**src/rtl/core/calendar_timestamp_difference_core_assert.svh**
```systemverilog
// assertion macros for the calendar timestamp difference rtl
`ifndef CALENDAR_TIMESTAMP_DIFFERENCE_CORE_ASSERT_SVH
`define CALENDAR_TIMESTAMP_DIFFERENCE_CORE_ASSERT_SVH

`ifndef NO_ASSERTIONS

`define CTD_ASSERT(label, clk, rst_n, prop) \
	label: assert property (@(posedge clk) disable iff (!rst_n) (prop)) \
		else $error("%m: assertion failed");

`define CTD_ASSERT_IMPL(label, clk, rst_n, ante, cons) \
	`CTD_ASSERT(label, clk, rst_n, (ante) |-> (cons))

`else

`define CTD_ASSERT(label, clk, rst_n, prop)

`define CTD_ASSERT_IMPL(label, clk, rst_n, ante, cons)

`endif

`endif

```
**src/rtl/core/ctd_pkg.sv**
```systemverilog
`default_nettype none

package ctd_pkg;

	localparam int STAMP_W      = 47;
	localparam int MS_W         = 10;
	localparam int YEAR_W       = 14;
	localparam int FLD_W        = 7;
	localparam int BCD_DIGITS   = 15;
	localparam int BCD_W        = 4 * BCD_DIGITS;
	localparam int DAB_STEP     = 8;
	localparam int DAB_IN_W     = 48;
	localparam int DAB_STAGES   = DAB_IN_W / DAB_STEP;
	localparam int SPLIT_STAGES = DAB_STAGES + 1;

	// one timestamp taken apart into binary fields
	typedef struct packed {
		logic [YEAR_W-1:0] yr;
		logic [FLD_W-1:0]  mo;
		logic [FLD_W-1:0]  dy;
		logic [FLD_W-1:0]  hr;
		logic [FLD_W-1:0]  mi;
		logic [FLD_W-1:0]  se;
		logic [MS_W-1:0]   ms;
		logic              leap;
	} ctd_fields_t;

	// shift-add-3 conversion, several input bits per call, msb first
	function automatic logic [BCD_W-1:0] dabble_step(input logic [BCD_W-1:0] bcd_in,
		input logic [DAB_STEP-1:0] bits);
		logic [BCD_W-1:0] b;
		b = bcd_in;
		for (int s = 0; s < DAB_STEP; s++) begin
			for (int d = 0; d < BCD_DIGITS; d++) begin
				if (b[4*d +: 4] >= 4'd5)
					b[4*d +: 4] = b[4*d +: 4] + 4'd3;
			end
			b = {b[BCD_W-2:0], bits[DAB_STEP-1-s]};
		end
		return b;
	endfunction

	function automatic logic [FLD_W-1:0] bcd2bin(input logic [3:0] tens,
		input logic [3:0] units);
		return FLD_W'({tens, 3'b000}) + FLD_W'({tens, 1'b0}) + FLD_W'(units);
	endfunction

	// gregorian rule on the year digits; 100 is a multiple of 4
	function automatic logic leap_bcd(input logic [3:0] d13, input logic [3:0] d12,
		input logic [3:0] d11, input logic [3:0] d10);
		logic m4;
		logic c100;
		logic m400;
		m4   = (2'({d11[0], 1'b0}) + d10[1:0]) == 2'd0;
		c100 = (d11 == 4'd0) && (d10 == 4'd0);
		m400 = (2'({d13[0], 1'b0}) + d12[1:0]) == 2'd0;
		return (m4 && !c100) || (c100 && m400);
	endfunction

endpackage

`default_nettype wire

```
**src/rtl/core/ctd_split.sv**
```systemverilog
`default_nettype none

module ctd_split import ctd_pkg::*; (
	input  logic                    clk,
	input  logic [SPLIT_STAGES-1:0] en,
	input  logic [STAMP_W-1:0]      stamp,
	input  logic [MS_W-1:0]         ms,
	output ctd_fields_t             fields
);

	// binary to bcd, one byte of the stamp per stage
	logic [BCD_W-1:0]    bcd_s [DAB_STAGES];
	logic [DAB_IN_W-1:0] bin_s [DAB_STAGES-1];
	logic [MS_W-1:0]     ms_s  [DAB_STAGES];
	logic [DAB_IN_W-1:0] bin_in;
	ctd_fields_t         fld_nx;
	ctd_fields_t         fld_s8;

	assign bin_in = {{(DAB_IN_W-STAMP_W){1'b0}}, stamp};

	for (genvar g = 0; g < DAB_STAGES; g++) begin : g_dab
		if (g == 0) begin : g_first
			always_ff @(posedge clk) begin
				if (en[g]) begin
					bcd_s[g] <= dabble_step('0, bin_in[DAB_IN_W-1 -: DAB_STEP]);
					bin_s[g] <= bin_in << DAB_STEP;
					ms_s[g]  <= ms;
				end
			end
		end else begin : g_next
			always_ff @(posedge clk) begin
				if (en[g]) begin
					bcd_s[g] <= dabble_step(bcd_s[g-1], bin_s[g-1][DAB_IN_W-1 -: DAB_STEP]);
					ms_s[g]  <= ms_s[g-1];
				end
			end
			if (g < DAB_STAGES - 1) begin : g_bin
				always_ff @(posedge clk) begin
					if (en[g])
						bin_s[g] <= bin_s[g-1] << DAB_STEP;
				end
			end
		end
	end

	always_comb begin
		logic [BCD_W-1:0] b;
		b = bcd_s[DAB_STAGES-1];
		fld_nx.yr = YEAR_W'(YEAR_W'(b[56 +: 4]) * YEAR_W'(10000))
			+ YEAR_W'(YEAR_W'(b[52 +: 4]) * YEAR_W'(1000))
			+ YEAR_W'(YEAR_W'(b[48 +: 4]) * YEAR_W'(100))
			+ YEAR_W'(bcd2bin(b[44 +: 4], b[40 +: 4]));
		fld_nx.mo   = bcd2bin(b[36 +: 4], b[32 +: 4]);
		fld_nx.dy   = bcd2bin(b[28 +: 4], b[24 +: 4]);
		fld_nx.hr   = bcd2bin(b[20 +: 4], b[16 +: 4]);
		fld_nx.mi   = bcd2bin(b[12 +: 4], b[8 +: 4]);
		fld_nx.se   = bcd2bin(b[4 +: 4], b[0 +: 4]);
		fld_nx.ms   = ms_s[DAB_STAGES-1];
		fld_nx.leap = leap_bcd(b[52 +: 4], b[48 +: 4], b[44 +: 4], b[40 +: 4]);
	end

	always_ff @(posedge clk) begin
		if (en[SPLIT_STAGES-1])
			fld_s8 <= fld_nx;
	end

	assign fields = fld_s8;

endmodule

`default_nettype wire

```
**config.mk**
```make
export PLATFORM = sky130hd
export DESIGN_NAME = ctd_split
export DESIGN_NICKNAME = d
export VERILOG_FILES = /design/src/rtl/core/calendar_timestamp_difference_core_assert.svh /design/src/rtl/core/ctd_pkg.sv /design/src/rtl/core/ctd_split.sv
export SDC_FILE = /design/constraint.sdc
export NUM_CORES = 2
export LEC_CHECK = 0
export ABC_AREA = 1
export BUFFER_PORTS_ARGS = -buffer_cell sky130_fd_sc_hd__buf_2
export CAP_MARGIN = 20
export CORE_MARGIN = 8
export CORE_UTILIZATION = 40
export DETAILED_ROUTE_END_ITERATION = 7
export GPL_TIMING_DRIVEN = 0
export PLACE_DENSITY_LB_ADDON = 0.3
export SLEW_MARGIN = 25
export SYNTH_ARGS = -nofsm -noshare
export SYNTH_HDL_FRONTEND = slang
export SYNTH_SLANG_ARGS = --single-unit
```
**constraint.sdc**
```tcl
create_clock -name clk -period 6.36 [get_ports clk]
set_clock_uncertainty 0.15 [all_clocks]
set_input_delay 1.272 -clock clk [delete_from_list [all_inputs] [get_ports clk]]
set_output_delay 1.272 -clock clk [all_outputs]
set_load 0.005 [all_outputs]
```
# Word-level counts from Yosys, hierarchy flattened
# Memories as Yosys holds them, arrays and structs flattened. A register that Yosys moved wholly into a read port is not among the register bits.
# Cells that the tools add are included.
# Widths: inputs -> output; s select.
[op_classes]
order_cmp = 607
n_mul = 3
n_reduce_logical = 9
n_addsub = 624
n_mux = 1226
[ops]
columns = ["cell", "count"]
rows = [
  ["$mux 4", 1133],
  ["$ge 4x3->1 const B", 605],
  ["$add 4x2->4 const B", 565],
  ["$mux 3", 81],
  ["$add 3x2->3 const B", 40],
  ["$add 7x4->7", 6],
  ["$add 7x5->7", 6],
  ["$add 14x11->14", 1],
  ["$add 14x14->14", 1],
  ["$add 14x7->14", 1],
  ["$mux 1", 12],
  ["$mul 4x7->11 const B", 1],
  ["$mul 4x10->10 const B", 1],
  ["$mul 4x5->9 const B", 1],
  ["$logic_not 4->1", 2],
  ["$add 2x2->2", 2],
  ["$add 3x2->4 const B", 1],
  ["$logic_not 2->1", 2],
  ["$add 2x2->3 const B", 1],
  ["$ge 2x3->1 const B", 1],
  ["$ge 3x3->1 const B", 1],
  ["$logic_and 1x1->1", 3],
  ["$logic_not 1->1", 1],
  ["$logic_or 1x1->1", 1],
]
[totals]
out_inout_bits = 60
regBits = 50
input_bits = 65
memories = 3
mem_bits_rw = 620
[mem_list]
columns = ["memory", "words", "width", "read_ports", "rd_clocked_by_memory_dff", "wr", "line", "source"]
rows = [
  ["bcd_s", 6, 60, 6, 0, 6, "ctd_split.sv:12", "logic [BCD_W-1:0] bcd_s [DAB_STAGES];"],
  ["bin_s", 5, 40, 5, 0, 5, "ctd_split.sv:13", "logic [DAB_IN_W-1:0] bin_s [DAB_STAGES-1];"],
  ["ms_s", 6, 10, 6, 1, 6, "ctd_split.sv:14", "logic [MS_W-1:0] ms_s [DAB_STAGES];"],
]

# Longest topological paths before layout
# An unclocked memory read counts as a cell.
[logic_depth]
word_depth = 25
mapped_depth = 52

# Worst setup path before layout
# Ideal clock, no wire load.
[synth_path]
path_type = "reg2reg"
startpoint = "memory bcd_s[4][49] (netlist name)"
endpoint = "memory bcd_s[5][58] (netlist name), data pin"
arrival_ns = 5.201
t_required_ns = 5.941
path_slack_ns = 0.740
stages_incl_launch_ff = 42
setup_time_ns = 0.269
synth_period_minus_slack_ns = 5.620
n_path_buf = 0
cell_sequence = "edfxtp_1 -> inv_1 -> ha_1 -> nand2_1 -> nand2_2 -> inv_2 -> nand2_1 -> nand2_2 -> ha_1 -> nand3_2 -> nand3_1 -> nand2_1 -> and2_4 -> nand2_2 -> nand2_1 -> nand3_1 -> ha_1 -> a21oi_1 -> (+6 left out) -> o21ai_0 -> o21ai_1 -> nand2_1 -> nand2_2 -> xor2_1 -> inv_1 -> ha_1 -> inv_1 -> ha_1 -> inv_1 -> nand2_1 -> inv_1 -> xor2_1 -> ha_1 -> inv_1 -> nor2_1 -> o221ai_1 -> o21ai_0"
[synth_rtl]
columns = ["item", "line"]
rows = [
  ["start: declaration", "ctd_split.sv:12"],
]

==> key figures <==
Logic synthesis
  – Syn avg cell area: 7.07 sq um
  – Mapped Area: approximately 52000 sq um
  – Number of flops mapped to enable cells by yosys: 450
  – Syn nets: between 7k and 8k
  – Netlist cell types: 50
  – Main synth FF type: edfxtp_1
  – Seq/Total Area, Yosys: 0.260
  – Asr flop ratio synth: 0
  – Syn Inst Count: about 7.3k
  – #FFs+latches synth: 450
  – Warnings, synthesis: 0

Worst hold path
  – HP Start: ms_s[5][2]
  – Hold depth: 0
  – Hold crit path type: reg -> reg
  – Hold endpoint: fields[3]

Critical path
  – Crit path max-delay family: simple AND/OR/NAND/NOR gates
  – Crit path DAT: between 6 and 7 ns
  – Buf/Inv on CP: 9
  – Critical path class: reg -> reg
  – Crit Reg-Reg Endpoint: bcd_s[5][59]
  – Critical Path Start Type: flop
  – CP max stage cell: edfxtp_1
  – Critical Path End Type: flop
  – CP most frequent cell: inv_1
  – Data required, critical path: about 6.6 ns
  – Register-to-Register Path Depth: between 40 and 50
  – Crit path depth: 42
  – Largest fanout on the critical path: 4
  – FF-to-FF setup slack: 0.49 ns
  – Worst path max stage delay: 0.40 ns
  – Worst flop-to-flop path startpoint: bcd_s[4][49]

Clock network
  – Clock transition at path regs: about 0.060 ns
  – Insertion delay to the later sink of the worst-skew pair: approximately 0.66 ns
  – CTS tree: yes
  – H-Tree Depth: 2
  – Clock sinks: between 400 and 500
  – CTS Buffer Depth: 3
  – # hold bufs at CTS: 0
  – CTS root buffer: clkbuf_16
  – CTS Buf Count: between 50 and 60

Route
  – Vias per inst: between 4 and 5
  – Drt wl/cell: 10.2 um
  – Vias: between 40k and 50k
  – DR pass1 iterations: 5
  – Final ANT Viol Nets: 0
  – Post-Route WL: around 95000 um
  – DRC viols: 0
  – Drt initial violations: ~1.6k

Global route
  – Tot GR Track Use: 0.132
  – First-pass GRT wire length: about 170000 um
  – Largest net degree at the start of global routing: 65
  – GRT Residual Overflow: 0
  – Initial antenna violation count: 2
  – Number of global-route vias before repair: approximately 42k

Die
  – Effective utilization at floorplan: 0.402
  – Die Area: roughly 140000 sq um
  – Core ar.: roughly 130000 sq um
  – Die X: 376 um
  – Boundary Pins: about 130
  – # rows: approximately 130
  – Die Span Y: between 300 and 400 um

STA
  – Setup violators final: 0
  – Final worst slack: approximately 0.49 ns
  – Post-route minimum period: 5.87 ns
  – Pins Over Slew Limit: 0
  – Max transition margin: 0.469
  – Fin. Hold Viols: 0
  – WHS: 0.259 ns
  – Fmax: 0.170 GHz
  – Period utilization: 0.922
  – Worst slew pin tran: between 0.7 and 0.8 ns

Place
  – IO Port Bufs: between 100 and 150
  – Placed Cells: a little over 9k
  – Dpl hpwl: slightly below 80000 um
  – Pre-CTS WS: -0.0738 ns
  – GPL Wtd Cong: between 0.8 and 0.9

Finish
  – Area growth syn-to-layout: 10.6%
  – ANT cells: 0
  – Fin nets: around 8.1k
  – Layout cells sized above 1: 0.184
  – Commonest non-fill, non-tap cell in the layout: nand2_1
  – Finished Layout Cells: about 9.3k
  – Core Util, Final: 0.445
  – Most frequent cells in the layout: nand2_1, inv_1, nand3_1

Job
  – Max cap viols: 0

Run status
  – Status: finished clean
## synthesized netlist by cell type, types with 2 or more instances
library cell	instances	area, sq um
inv_1	1233	4630
nand3_4	15	263
o21a_1	4	30.0
and2_2	13	97.6
nand4_1	338	2110
o22ai_1	9	56.3
and2_1	97	607
o21ai_4	5	81.3
nand2_1	2360	8860
xnor2_1	22	193
xor2_1	136	1190
a21boi_1	6	45.0
nand3_2	241	2410
nand2_2	430	2690
xnor2_2	17	277
o21ai_1	72	360
inv_2	32	120
a21oi_2	5	43.8
a31o_2	43	377
fa_1	35	701
mux2i_1	2	20.0
ha_1	397	4970
a21o_1	83	623
or2_2	4	25.0
nand2_4	53	597
o21ai_2	128	1120
and2_4	22	193
a21oi_1	66	330
nor2_2	2	12.5
nor2_1	70	263
o21bai_1	11	82.6
nor3_1	4	20.0
o211ai_1	5	37.5
a21o_2	4	35.0
o31ai_1	3	22.5
nand3b_1	40	300
nand3_1	765	3830
edfxtp_1	450	13500
o21ai_0	98	490
xor2_2	13	211
## sequential cells by signal, indices dropped and copies added, names as in the netlist
signal and cells:
bcd_s 210, bin_s 120, fields 60, ms_s 60
## worst max path at each step
stage / startpoint / slack [ns] / end
after floorplan: bcd_s[4][49] / 0.74 / bcd_s[5][58]
after global placement: bcd_s[2][24] / 0.22 / bcd_s[3][38]
after global routing: bcd_s[2][16] / -0.06 / bcd_s[3][18]
final: bcd_s[4][49] / 0.49 / bcd_s[5][59]
after detailed placement: bcd_s[2][24] / -0.07 / bcd_s[3][38]
after CTS: bcd_s[2][24] / 0.06 / bcd_s[3][38]
## layer usage
layer  vias to the layer above  wire (um)  track usage
met5                         -          0            0
met3                        97       2360       0.0158
met4                         0       1970       0.0315
met1                     19700      44300        0.157
met2                       286      46700        0.251
li1                      24700          -            -
## layout make-up
cell class,instances,area [sq um]
buffer,1,5.00
clock inverter,23,262
multi-input combinational,5626,34200
fill,12900,71700
inverter,1266,4750
sequential,450,13500
tap,1742,2180
timing repair buffer,169,1100
clock buffer,70,1410
## metrics by stage
stage / TNS, ns / area (sq um)
after floorplan: 0 / 51900
after global placement: 0 / 54700
after detailed placement: -0.119 / 54900
after CTS: 0 / 56600
after global routing: -0.373 / 57400
final: 0 / 57400
## what timing repair did
item | CTS | global route
setup endpoints to repair | 3 | 91
resized for setup | 2 | 146
buffers inserted | 0 | 39
pin swaps | 0 | 38
## kinds of logic (layout without fill, tap and decap cells)
kind of cell    Yosys count  count (layout)  share of synthesized area
simple gates           4456            4456                      0.429
buf+inv                1267            1529                     0.0916
xor+xnor                189             189                     0.0366
mux                       2               2                   0.000386
compound gates          547             547                     0.0727
flops                   450             450                      0.260
fa+ha+maj               432             432                      0.109
Power is left out: the tool's default activity adds up to more than one toggle a clock period on the data nets, which glitch-free logic cannot reach.
